## config.mk

```make
export PLATFORM = sky130hd
export DESIGN_NAME = multi_mode_cartridge_bank_mapper
export DESIGN_NICKNAME = d
export VERILOG_FILES = /design/src/rtl/mmcb_pkg.sv /design/src/rtl/multi_mode_cartridge_bank_mapper.sv /design/src/rtl/mmcb_translate.sv /design/src/rtl/mmcb_regs.sv
export SDC_FILE = /design/constraint.sdc
export NUM_CORES = 1
export LEC_CHECK = 0
export BUFFER_PORTS_ARGS = -buffer_cell sky130_fd_sc_hd__buf_2
export CORE_ASPECT_RATIO = 0.7
export CORE_MARGIN = 5
export CORE_UTILIZATION = 60
export DETAILED_ROUTE_END_ITERATION = 7
export PLACE_DENSITY = 0.78
export SYNTH_ARGS = -nofsm -noshare
export SYNTH_HDL_FRONTEND = slang
export SYNTH_SLANG_ARGS = --single-unit
```

## constraint.sdc

```tcl
create_clock -name i_clk -period 5.93 [get_ports i_clk]
set_input_delay 1.186 -clock i_clk [delete_from_list [all_inputs] [get_ports i_clk]]
set_output_delay 1.186 -clock i_clk [all_outputs]
set_load 0.01 [all_outputs]
```

## src/rtl/mmcb_pkg.sv

```systemverilog
// Package: types, codes and sizes shared by the multi-mode bank mapper.
package mmcb_pkg;

    localparam int PrgBanks8k = 32;
    localparam int ChrBanks1k = 512;

    typedef enum logic [2:0] {
        OP_LOW_WRITE  = 3'd0,
        OP_CART_WRITE = 3'd1,
        OP_SCANLINE   = 3'd2,
        OP_CPU_FETCH  = 3'd3,
        OP_PPU_FETCH  = 3'd4
    } t_op;

    typedef struct packed {
        logic [2:0]  operation;
        logic [15:0] address;
        logic [7:0]  write_data;
        logic [8:0]  scanline_number;
        logic        display_enabled;
    } t_in_word;

    typedef struct packed {
        logic [18:0] rom_offset;
        logic        offset_valid;
        logic [1:0]  mirroring;
        logic        irq_line;
    } t_out_word;

    // Fetch request from the state unit to the translator.
    typedef struct packed {
        logic        cpu;
        logic        ppu;
        logic [15:0] address;
    } t_fetch;

    // Register view the translator needs.
    typedef struct packed {
        logic [7:0]      mode;
        logic [7:0][7:0] vrc_chr;
        logic [1:0][7:0] vrc_prg;
        logic [7:0][7:0] mmc3_bank;
        logic [7:0]      mmc3_select;
        logic [4:0]      mmc1_r0;
        logic [4:0]      mmc1_r1;
        logic [4:0]      mmc1_r2;
        logic [4:0]      mmc1_r3;
    } t_bank_view;

endpackage

```

## src/rtl/multi_mode_cartridge_bank_mapper.sv

```systemverilog
// Top level of the multi-mode cartridge bank mapper.
// One word in, one word out. An input word is held in the input register, then
// translated and applied to the mapper registers by a single pass of logic when
// it advances; the result word is held in an output register. Throughput is one
// word per cycle while the output is not stalled, and the result word is loaded
// into the output register when the input stage advances.
// Input stalls only while the output register is full, stalled, and the input
// stage also holds a word.
module multi_mode_cartridge_bank_mapper (
    input  logic                  i_clk,
    input  logic                  i_rst_n,
    input  logic                  i_valid,
    output logic                  o_stall,
    input  mmcb_pkg::t_in_word    i_word,
    output logic                  o_valid,
    input  logic                  i_stall,
    output mmcb_pkg::t_out_word   o_word
);
    logic                 r_in_valid;
    mmcb_pkg::t_in_word   r_in;
    logic                 adv;
    mmcb_pkg::t_bank_view view;
    mmcb_pkg::t_fetch     fetch;
    logic [1:0]           mir;
    logic                 irq;
    logic [18:0]          off;
    logic                 offv;

    // Advance the input stage when the output register can take a word.
    assign adv     = r_in_valid && (!o_valid || !i_stall);
    assign o_stall = r_in_valid && !adv;

    // Hold the accepted input word.
    always_ff @(posedge i_clk) begin
        if (!i_rst_n) begin
            r_in_valid <= 1'b0;
        end else if (!o_stall) begin
            r_in_valid <= i_valid;
        end
    end
    always_ff @(posedge i_clk) begin
        if (!o_stall && i_valid) begin
            r_in <= i_word;
        end
    end

    mmcb_regs u_regs (
        .i_clk(i_clk), .i_rst_n(i_rst_n), .i_en(adv), .i_word(r_in),
        .o_view(view), .o_mirroring(mir), .o_irq(irq)
    );

    assign fetch.cpu     = r_in.operation == mmcb_pkg::OP_CPU_FETCH;
    assign fetch.ppu     = r_in.operation == mmcb_pkg::OP_PPU_FETCH;
    assign fetch.address = r_in.address;

    mmcb_translate u_xlat (
        .i_fetch(fetch), .i_view(view), .o_offset(off), .o_valid(offv)
    );

    // Load the result register.
    always_ff @(posedge i_clk) begin
        if (!i_rst_n) begin
            o_valid <= 1'b0;
        end else if (adv) begin
            o_valid <= 1'b1;
        end else if (!i_stall) begin
            o_valid <= 1'b0;
        end
    end
    always_ff @(posedge i_clk) begin
        if (adv) begin
            o_word.rom_offset   <= off;
            o_word.offset_valid <= offv;
            o_word.mirroring    <= mir;
            o_word.irq_line     <= irq;
        end
    end
endmodule

```

## src/rtl/mmcb_translate.sv

```systemverilog
// Combinational fetch translation from bank registers to a ROM byte offset.
module mmcb_translate (
    input  mmcb_pkg::t_fetch     i_fetch,
    input  mmcb_pkg::t_bank_view i_view,
    output logic [18:0]          o_offset,
    output logic                 o_valid
);
    localparam int PrgW = $clog2(mmcb_pkg::PrgBanks8k);
    localparam int ChrW = $clog2(mmcb_pkg::ChrBanks1k);

    logic [1:0]  m;
    logic [1:0]  pslot;
    logic [2:0]  cslot;
    logic [2:0]  s3;
    logic [7:0]  prg;
    logic [9:0]  chr;
    logic [9:0]  base;
    logic [3:0]  bank16;
    logic [4:0]  b16;
    logic [4:0]  b4;
    logic [31:0] poff;
    logic [31:0] coff;

    assign m     = i_view.mode[1:0];
    assign pslot = i_fetch.address[14:13];
    assign cslot = i_fetch.address[12:10];
    assign base  = {1'b0, i_view.mode[2], 8'd0};
    assign bank16 = i_view.mmc1_r3[3:0];

    // Pick the 8 KiB PRG bank.
    always_comb begin
        b16 = 5'd0;
        prg = 8'd0;
        if (m == 2'd0) begin
            if (!pslot[1]) prg = i_view.vrc_prg[pslot[0]];
            else prg = pslot[0] ? 8'h1F : 8'h1E;
        end else if (m == 2'd1) begin
            unique case (pslot)
                2'd0: prg = i_view.mmc3_select[6] ? 8'hFE : i_view.mmc3_bank[6];
                2'd1: prg = i_view.mmc3_bank[7];
                2'd2: prg = i_view.mmc3_select[6] ? i_view.mmc3_bank[6] : 8'hFE;
                default: prg = 8'hFF;
            endcase
        end else if (i_view.mmc1_r0[3]) begin
            if (i_view.mmc1_r0[2]) b16 = pslot[1] ? 5'h0F : {1'b0, bank16};
            else b16 = pslot[1] ? {1'b0, bank16} : 5'd0;
            prg = {2'b00, b16, pslot[0]};
        end else begin
            prg = {3'b000, bank16[3:1], pslot};
        end
    end

    // Pick the 1 KiB CHR bank.
    always_comb begin
        s3 = cslot ^ {i_view.mmc3_select[7], 2'b00};
        b4 = cslot[2] ? i_view.mmc1_r2 : i_view.mmc1_r1;
        chr = 10'd0;
        if (m == 2'd0) begin
            chr = base | {2'b00, i_view.vrc_chr[cslot]};
        end else if (m == 2'd1) begin
            if (!s3[2]) chr = {(base[9:1] | {1'b0, i_view.mmc3_bank[{2'b00, s3[1]}]}), s3[0]};
            else chr = base | {2'b00, i_view.mmc3_bank[{1'b0, s3[1:0]} + 3'd2]};
        end else if (i_view.mmc1_r0[4]) begin
            chr = {3'b000, b4, cslot[1:0]};
        end else begin
            chr = {3'b000, i_view.mmc1_r1[4:1], cslot};
        end
    end

    // Form the byte offset, wrapping the bank at the ROM size.
    always_comb begin
        poff = {{(32-PrgW-13){1'b0}}, prg[PrgW-1:0], i_fetch.address[12:0]};
        coff = {{(32-ChrW-10){1'b0}}, chr[ChrW-1:0], i_fetch.address[9:0]};
        o_valid  = 1'b0;
        o_offset = 19'd0;
        if (i_fetch.cpu && i_fetch.address[15]) begin
            o_valid = 1'b1;
            o_offset = poff[18:0];
        end else if (i_fetch.ppu && i_fetch.address[15:13] == 3'd0) begin
            o_valid = 1'b1;
            o_offset = coff[18:0];
        end
    end
endmodule

```

## src/rtl/mmcb_regs.sv

```systemverilog
// Mapper register file: mode, bank registers, serial port and scanline counter.
module mmcb_regs (
    input  logic                 i_clk,
    input  logic                 i_rst_n,
    input  logic                 i_en,
    input  mmcb_pkg::t_in_word   i_word,
    output mmcb_pkg::t_bank_view o_view,
    output logic [1:0]           o_mirroring,
    output logic                 o_irq
);
    logic [7:0]       r_mode, n_mode;
    logic [7:0][7:0]  r_vchr, n_vchr;
    logic [1:0][7:0]  r_vprg, n_vprg;
    logic             r_vmir, n_vmir;
    logic [7:0][7:0]  r_mbank, n_mbank;
    logic [7:0]       r_msel, n_msel;
    logic             r_mmir, n_mmir;
    logic signed [15:0] r_cnt, n_cnt;
    logic [7:0]       r_reload, n_reload;
    logic             r_irq_en, n_irq_en;
    logic             r_pend, n_pend;
    logic [3:0][4:0]  r_s, n_s;
    logic [4:0]       r_sbuf, n_sbuf;
    logic [2:0]       r_scnt, n_scnt;

    logic [15:0] a;
    logic [7:0]  d;
    logic [2:0]  ind;
    logic [2:0]  cnt;
    logic [4:0]  sb;

    assign a = i_word.address;
    assign d = i_word.write_data;

    // Work out next register state for the item.
    always_comb begin
        n_mode = r_mode; n_vchr = r_vchr; n_vprg = r_vprg; n_vmir = r_vmir;
        n_mbank = r_mbank; n_msel = r_msel; n_mmir = r_mmir; n_cnt = r_cnt;
        n_reload = r_reload; n_irq_en = r_irq_en; n_pend = r_pend;
        n_s = r_s; n_sbuf = r_sbuf; n_scnt = r_scnt;
        ind = {a[13], a[12], a[11] | a[1]} + 3'd2;
        cnt = (r_scnt > 3'd4) ? 3'd0 : r_scnt;
        sb  = (r_sbuf | ({4'd0, d[0]} << cnt));
        if (i_en) begin
            unique case (i_word.operation)
                mmcb_pkg::OP_LOW_WRITE: begin
                    if ((a & 16'h4100) == 16'h4100) begin
                        n_mode = d;
                        if (a[0]) begin
                            n_s[0] = 5'h0C; n_s[3] = 5'd0; n_sbuf = 5'd0; n_scnt = 3'd0;
                        end
                    end
                end
                mmcb_pkg::OP_CART_WRITE: begin
                    if (r_mode[1:0] == 2'd0) begin
                        if (a >= 16'hB000 && a <= 16'hE003) begin
                            if (a[0]) n_vchr[ind] = {d[3:0], r_vchr[ind][3:0]};
                            else n_vchr[ind] = {r_vchr[ind][7:4], d[3:0]};
                        end else begin
                            unique case (a[15:12])
                                4'h8: n_vprg[0] = d;
                                4'hA: n_vprg[1] = d;
                                4'h9: n_vmir = d[0];
                                default: ;
                            endcase
                        end
                    end else if (r_mode[1:0] == 2'd1) begin
                        unique case (a & 16'hE001)
                            16'h8000: n_msel = d;
                            16'h8001: n_mbank[r_msel[2:0]] =
                                (r_msel[2:1] == 2'd0) ? {1'b0, d[7:1]} : d;
                            16'hA000: n_mmir = d[0];
                            16'hC000: n_cnt = {8'd0, d};
                            16'hC001: n_reload = d;
                            16'hE000: begin
                                n_cnt = {8'd0, r_reload}; n_irq_en = 1'b0; n_pend = 1'b0;
                            end
                            16'hE001: n_irq_en = 1'b1;
                            default: ;
                        endcase
                    end else if (d[7]) begin
                        n_s[0] = r_s[0] | 5'h0C; n_sbuf = 5'd0; n_scnt = 3'd0;
                    end else if (cnt == 3'd4) begin
                        n_s[a[14:13]] = sb; n_sbuf = 5'd0; n_scnt = 3'd0;
                    end else begin
                        n_sbuf = sb; n_scnt = cnt + 3'd1;
                    end
                end
                mmcb_pkg::OP_SCANLINE: begin
                    if (i_word.scanline_number <= 9'd239) begin
                        if (r_cnt <= 16'sd0 && r_irq_en) n_pend = 1'b1;
                        else if (i_word.display_enabled && r_cnt != 16'sh8000)
                            n_cnt = r_cnt - 16'sd1;
                    end
                end
                default: ;
            endcase
        end
    end

    // Hold state; load reset values.
    always_ff @(posedge i_clk) begin
        if (!i_rst_n) begin
            r_mode <= '0; r_vmir <= 1'b0; r_msel <= '0; r_mmir <= 1'b0;
            for (int i = 0; i < 8; i++) r_vchr[i] <= 8'(i);
            r_vprg[0] <= 8'd0; r_vprg[1] <= 8'd1;
            r_mbank <= {8'h3D, 8'h3C, 8'd7, 8'd6, 8'd5, 8'd4, 8'd2, 8'd0};
            r_cnt <= '0; r_reload <= '0; r_irq_en <= 1'b0; r_pend <= 1'b0;
            r_s <= {5'd0, 5'd0, 5'd0, 5'h0C}; r_sbuf <= '0; r_scnt <= '0;
        end else begin
            r_mode <= n_mode; r_vchr <= n_vchr; r_vprg <= n_vprg; r_vmir <= n_vmir;
            r_mbank <= n_mbank; r_msel <= n_msel; r_mmir <= n_mmir; r_cnt <= n_cnt;
            r_reload <= n_reload; r_irq_en <= n_irq_en; r_pend <= n_pend;
            r_s <= n_s; r_sbuf <= n_sbuf; r_scnt <= n_scnt;
        end
    end

    // Report the state after this item.
    always_comb begin
        o_view.mode = n_mode; o_view.vrc_chr = n_vchr; o_view.vrc_prg = n_vprg;
        o_view.mmc3_bank = n_mbank; o_view.mmc3_select = n_msel;
        o_view.mmc1_r0 = n_s[0]; o_view.mmc1_r1 = n_s[1];
        o_view.mmc1_r2 = n_s[2]; o_view.mmc1_r3 = n_s[3];
        o_irq = n_pend;
        if (n_mode[1:0] == 2'd0) o_mirroring = {1'b0, n_vmir};
        else if (n_mode[1:0] == 2'd1) o_mirroring = {1'b0, n_mmir};
        else begin
            unique case (n_s[0][1:0])
                2'd0: o_mirroring = 2'd2;
                2'd1: o_mirroring = 2'd3;
                2'd2: o_mirroring = 2'd0;
                default: o_mirroring = 2'd1;
            endcase
        end
    end
endmodule

```

Yosys cells after proc, flatten, opt, wreduce, memory -nomap -nowiden

Index checks and enable logic that the tools add are counted.

Add/sub/neg operators: 4
Order comparisons: 15
Equal/unequal tests: 35
Shifts and indexed selects: 1
Multiplexer cells: 122
Bitwise logic cells: 8
Reductions and logical operators: 34

Operators with widths:

| kind                 | number |
|---|---|
| $mux 64              | 10 |
| $bwmux 64            | 3 |
| $mux 16              | 9 |
| $mux 8               | 15 |
| $mux 5               | 21 |
| $bmux 8 s3           | 3 |
| $pmux 16 s2          | 2 |
| $mux 20              | 3 |
| $demux 8 s3          | 2 |
| $eq 4x4->1 const B   | 10 |
| $mux 18              | 2 |
| $mux 3               | 10 |
| $pmux 5 s2           | 3 |
| $mux 9               | 3 |
| $mux 1               | 22 |
| $bwmux 20            | 1 |
| $mux 19              | 1 |
| $or 9x8->9           | 2 |
| $ge 16x16->1 const B | 1 |
| $le 16x1->1 const B  | 1 |
| $le 16x16->1 const B | 1 |
| $lt 3x4->1 const B   | 4 |
| $ne 16x16->1 const B | 1 |
| $reduce_and 8->1     | 2 |
| other kinds (43)     | 87 |

Register bits: 273
Bits of input ports: 41
Output and inout port bits: 25
Logic and storage cells: 266

Longest topological paths before layout

Word-level depth: 18
Gate-level depth with buffers: 15
Depth with buffers taken out: 11

Cells and area by module

From an unflattened synthesis, not the netlist that was laid out.

Cells, all modules: 1521
Area, all modules: 14288.7 µm²

By module, submodules not included:

| module                           | times used | cells an instance | area an instance (µm²) | sequential area each (µm²) |
|---|---|---|---|---|
| mmcb_regs                        | 1          | 1247              | 10797.9                | 4324.1 |
| multi_mode_cartridge_bank_mapper | 1          | 71                | 1900.6                 | 1841.8 |
| mmcb_translate                   | 1          | 203               | 1590.3                 | 0.0 |

Worst setup path after synthesis

No wires, ideal clock.

Path type: input to register
Start point: input i_stall
End point: register o_word[20] (netlist bit) (data pin)
Setup time: 269 ps
Arrival time: 3822 ps
Data required time: 5661 ps
Path slack: 1838 ps
Cell stages on the path: 10
Path buffers: 1
Cells stage by stage: a21bo_2 clkinv_1 o2111ai_1 nor2_1 buf_2 nand4_1 mux2i_1 o221ai_1 a221oi_1 o32ai_1

Longest elaborated chain between the ends: 12
Elaborated cells between the ends (all ways): 40
Classes of those cells: eq/ne (1); mux (31); bitwise (4); reduce/logical (4)

RTL lines:

| what                                     | line                                       | RTL |
|---|---|---|
| start: declaration                       | multi_mode_cartridge_bank_mapper.sv:16     | `input logic i_stall,` |
| $logic_not 1->1 *                        | n/a                                        |  |
| $logic_or 1x1->1 *                       | multi_mode_cartridge_bank_mapper.sv:30     | `assign adv = r_in_valid && (!o_valid \|\| !i_stall);` |
| $logic_and 1x1->1 *                      | multi_mode_cartridge_bank_mapper.sv:30     |  |
| named net adv                            | multi_mode_cartridge_bank_mapper.sv:21     | `logic adv;` |
| $mux 64                                  | mmcb_regs.sv:44                            | `if (i_en) begin` |
| $bmux 8 s3 or $mux 8 (tied branches)     | mmcb_translate.sv:62, mmcb_translate.sv:61 |  |
| $mux 8 (on tied branches)                | mmcb_translate.sv:62, mmcb_translate.sv:61 |  |
| $or 9x8->9 or $or 8x8->8 (tied branches) | mmcb_translate.sv:62, mmcb_translate.sv:61 |  |
| $mux 9                                   | mmcb_translate.sv:61                       | `if (!s3[2]) chr = {(base[9:1] \| {1'b0, i_view.mmc3_bank[{2'b00, s3[1]}]}), s3[0]};` |
| $mux 9                                   | mmcb_translate.sv:60                       | `end else if (m == 2'd1) begin` |
| $mux 9                                   | mmcb_translate.sv:58                       | `if (m == 2'd0) begin` |
| $mux 18                                  | mmcb_translate.sv:79                       | `end else if (i_fetch.ppu && i_fetch.address[15:13] == 3'd0) begin` |
| $mux 18 *                                | mmcb_translate.sv:76                       | `if (i_fetch.cpu && i_fetch.address[15]) begin` |
| named net off[16]                        | multi_mode_cartridge_bank_mapper.sv:26     | `logic [18:0] off;` |
| end: declaration                         | multi_mode_cartridge_bank_mapper.sv:17     | `output mmcb_pkg::t_out_word o_word` |

Mark *: on every way through the listed nets, which the timed path passes. The rest lies on a longest branch. The select of a mux whose other input is x is not followed.
A chain may end at the register's enable or synchronous reset.

Worst setup path after layout

Start point: register r_in, in the netlist fetch[12]
End point: register o_word[20] (netlist bit) (data pin)

Longest elaborated chain between the ends: 17
Elaborated cells between the ends (all ways): 41
Classes of those cells: add/sub (1); order compare (4); eq/ne (2); mux (30); bitwise (2); reduce/logical (2)

RTL lines:

| what                                                           | line                                   | RTL |
|---|---|---|
| start: declaration                                             | multi_mode_cartridge_bank_mapper.sv:20 | `mmcb_pkg::t_in_word r_in;` |
| start signal: assignment                                       | multi_mode_cartridge_bank_mapper.sv:43 | `r_in <= i_word;` |
| $add 3x2->3                                                    | mmcb_regs.sv:41                        | `ind = {a[13], a[12], a[11] \| a[1]} + 3'd2;` |
| $lt 3x4->1 (implied by the code) or $ge 3x1->1 (tied branches) | mmcb_regs.sv:57, mmcb_regs.sv:58       |  |
| $logic_and 1x1->1 (implied by the code)                        | mmcb_regs.sv:57, mmcb_regs.sv:58       |  |
| $mux 8 (implied by the code)                                   | mmcb_regs.sv:57, mmcb_regs.sv:58       |  |
| $demux 8 s3                                                    | n/a                                    |  |
| $bwmux 64 (on tied branches)                                   | mmcb_regs.sv:58, mmcb_regs.sv:57       |  |
| $mux 64                                                        | mmcb_regs.sv:57                        | `if (a[0]) n_vchr[ind] = {d[3:0], r_vchr[ind][3:0]};` |
| $mux 64                                                        | mmcb_regs.sv:56                        | `if (a >= 16'hB000 && a <= 16'hE003) begin` |
| (+2 left out)                                                  | n/a                                    |  |
| $mux 64                                                        | mmcb_regs.sv:44                        |  |
| $bmux 8 s3                                                     | mmcb_translate.sv:59                   | `chr = base \| {2'b00, i_view.vrc_chr[cslot]};` |
| $mux 8 (implied by the code)                                   | mmcb_translate.sv:59                   |  |
| $or 9x8->9                                                     | mmcb_translate.sv:59                   |  |
| $mux 9                                                         | mmcb_translate.sv:58                   |  |
| $mux 18                                                        | mmcb_translate.sv:79                   |  |
| $mux 18 *                                                      | mmcb_translate.sv:76                   |  |
| named net off[16]                                              | multi_mode_cartridge_bank_mapper.sv:26 |  |

Marks and branches as above.

==> results_dict.tcl <==
set metrics [dict create \
    worst-setup-path-type "flip-flop to flip-flop" \
    grt_overflow 0 \
    fmax_mhz 221 \
    post_cts_buffers 0 \
    final_common_cell "dfxtp_1" \
    hp-class "flip-flop to flip-flop" \
    yosys.area.top_type "dfxtp_1" \
    slew_headroom 0.182 \
    fin_crit_sh 0.762 \
    p_seq_frac 0.489 \
    avgSynthCellArea_um2 9.24 \
    hold_viol 0 \
    core_um2 21700 \
    crit_slowest_cell "nand4_1" \
    routabilityCongestion 0.925 \
    cts_resized 0 \
    cp-start-kind "flip-flop" \
    synth_flop_cell "dfxtp_1" \
    hold_start "u_regs.r_mbank[10]$_SDFF_PN0_" \
    syn2layout_area_growth_pct 9.06 \
    ys_async_sr_fraction 0 \
    switching_share 0.254 \
    synth_top_area_frac 0.299 \
    cts_tree "yes" \
    postLayoutCoreUtil 0.664 \
    ys_seq_elements 253 \
    antenna_cells 0 \
    startpoint "fetch[12]$_DFFE_PP_" \
    htreeDepth 1 \
    cts_sinks 253 \
    syn-cell-area_um2 13200 \
    worst_setup_path_end_kind "flip-flop" \
    holdPathStages 2 \
    wl_per_cell_um 22.2 \
    insertion_delay_ns 0.55 \
    power.share.clock 0.433 \
    timing.rr.end "o_word[20]$_DFFE_PP_" \
    status "finished clean" \
    syn_nets 1475 \
    grt_pass1_vias 10984 \
    post_drt_via_cell_ratio 6.78 \
    rsz0062_at_grt "no" \
    dieArea_um2 25100 \
    fin_crit_ns 4.52 \
    nNetsFinal 1479 \
    grtUsageTotal 0.296 \
    start_util 0.609 \
    p_switching_mw 0.943 \
    die_x_um 187 \
    irDropWorstVdd_v 0.000214 \
    timing.reg2reg.setup_slack_ns 1.41 \
    postCtsHoldBufs 0 \
    clock_path_buffers 3 \
    cp_max_fo 13 \
    finalClockSkew_ns 0.0298 \
    row_count 45 \
    drc 0 \
    setup_tns_ns 0 \
    combinationalPowerShare 0.078 \
    max-cap-violations 0 \
    required_ns 6.21 \
    detail-route-antenna-nets 0 \
    setup_viol 0 \
    drtIter0Drc 1516 \
    layout_common_cells "197 x dfxtp_1, 185 x nor2_1, 122 x mux2i_1" \
    min_to "u_regs.r_mbank[10]$_SDFF_PN0_" \
    pre_cts_slack_ns 1.07 \
    port_buffers 61 \
    power_density_nw_per_um2 259 \
    whs_ns 0.452 \
    num_vias 11753 \
    tightest_slew_ns 1.22 \
    crit_family "simple AND/OR/NAND/NOR gates" \
    drive_gt1_frac 0.142 \
    dr.pass1.iters 6 \
    cts_buffers 25 \
    path_cells "inv_1, buf_4, ha_1, and3_1, o2111ai_1, nor2_1, nand4_1, mux2i_1, o221ai_1, a221oi_1, o32ai_1" \
    grt_pass1_wl_mm 60.6 \
    power_mw 3.72 \
    hpwl_mm 25.4 \
    die_h_um 134 \
    path_buf_inv 2 \
    pin_count 66 \
    grt_max_degree 64 \
    clk_pin_slew_ns 0.07 \
    synth_edf_count 56 \
    cts_root_buf "clkbuf_16" \
    synth_cells 1428 \
    cpPeakStageDelay_ns 0.74 \
    synth_area_leaders "dfxtp_1 30%, edfxtp_1 13%, mux2i_1 9.3%" \
    yosysSeqAreaShare 0.426 \
    worst_slack_ns 1.41 \
    routed_wl_mm 38.5 \
    intPower_mw 2.78 \
    p_leak_nw 5.62 \
    grt_antenna_before_repair 1 \
    ys_types 97 \
    yosysWarnings 0 \
    maxSlewViolCount 0 \
    cp.arrival_ns 4.79 \
    rr_worst_depth 11 \
    rr_startpoint "fetch[12]$_DFFE_PP_" \
]
how the worst max path moves through the flow:
stage | slack, ns | depth (start not counted) | to
global placement | 1.20 | 11 | o_word[20]$_DFFE_PP_
CTS | 1.58 | 9 | o_word[20]$_DFFE_PP_
floorplan | 1.84 | 10 | o_word[20]$_DFFE_PP_
detailed placement | 1.07 | 11 | o_word[20]$_DFFE_PP_
finish | 1.41 | 11 | o_word[20]$_DFFE_PP_
global route | 1.24 | 11 | o_word[20]$_DFFE_PP_
power groups by stage:
| stage | clock network, mW | logic (mW) | registers (mW) |
|---|---|---|---|
| after floorplan | 0 | 0.196 | 1.84 |
| after global routing | 1.69 | 0.308 | 1.82 |
| after global placement | 0 | 0.276 | 1.85 |
| final | 1.61 | 0.290 | 1.82 |
| after detailed placement | 0 | 0.281 | 1.85 |
| after CTS | 1.61 | 0.282 | 1.82 |
registers in the layout, summed over array words and instances (netlist names), 3 cells and up:
signal           cells
u_regs.r_s          19
u_regs.r_scnt        3
fetch               16
u_regs.r_vprg       10
u_regs.r_sbuf        5
u_regs.r_reload      8
u_regs.r_vchr       64
o_word              23
u_regs.r_mode        3
u_regs.r_mbank      58
u_regs.r_msel        5
u_regs.r_cnt        16
r_in                17
area by class of cell:
class	instances	area, µm²
Clock buffer	29	641
Clock inverter	17	166
Fill cell	1765	7290
Inverter	26	98.8
Multi-Input combinational cell	1041	7020
Sequential cell	253	5630
Tap cell	282	353
Timing Repair Buffer	85	485
worst reg2reg max path, cell delays in order (launching register included):
cell and delay [ns]:
edfxtp_1 0.63, inv_1 0.12, buf_4 0.29, ha_1 0.21, and3_1 0.15, o2111ai_1 0.26
nor2_1 0.57, nand4_1 0.75, mux2i_1 0.45, o221ai_1 0.19, a221oi_1 0.50, o32ai_1 0.13
cells in the mapped netlist (5+ instances only):
cell,n
nor3_1,34
edfxtp_1,56
a211oi_1,16
nor3b_1,10
and4_1,5
o221ai_1,17
nor2b_1,17
o211a_1,13
o32ai_1,5
inv_1,24
o41ai_2,6
o2111ai_1,13
a22oi_1,11
a221oi_1,14
buf_1,6
mux2i_1,122
nand4_1,12
xnor2_1,8
ha_1,6
mux2_2,37
o22ai_1,14
a31oi_1,20
nor2_1,185
and3_1,16
nor4_1,13
a221o_1,5
nand2_1,108
a21oi_1,55
dfxtp_1,197
a21o_1,20
nand3_1,26
or2_2,8
or3_1,5
or4_1,7
o21ai_0,72
and2_1,10
o211ai_1,17
clkbuf_1,76
nand2b_1,15
a211o_1,5
buf_2,22
cell families after synthesis:
kind of cell | share of synthesized area
AOI/OAI and AO/OA | 0.197
xor gates and xnor gates | 0.00664
adders and majority gates | 0.00569
buffers and inverters | 0.0422
DFF | 0.426
muxes | 0.128
and+or+nand+nor | 0.195
per-layer routing:
metal,part of all wire,vias to the layer above,wire length [µm],global-route usage
met2,0.41,741,15700,0.420
met1,0.43,5567,16600,0.429
met5,0.00034,-,13,0
li1,-,5303,-,-
met4,0.036,2,1400,0.101
met3,0.12,140,4820,0.0884
metrics by stage:
stage	area [µm²]	instances
3_5_place_dp	13600	1687
3_3_place_gp	13600	1687
2_1_floorplan	13200	1428
5_1_grt	14400	1733
4_1_cts	14400	1733
6_report	14400	1733
Power figures use the tool's default switching activity.
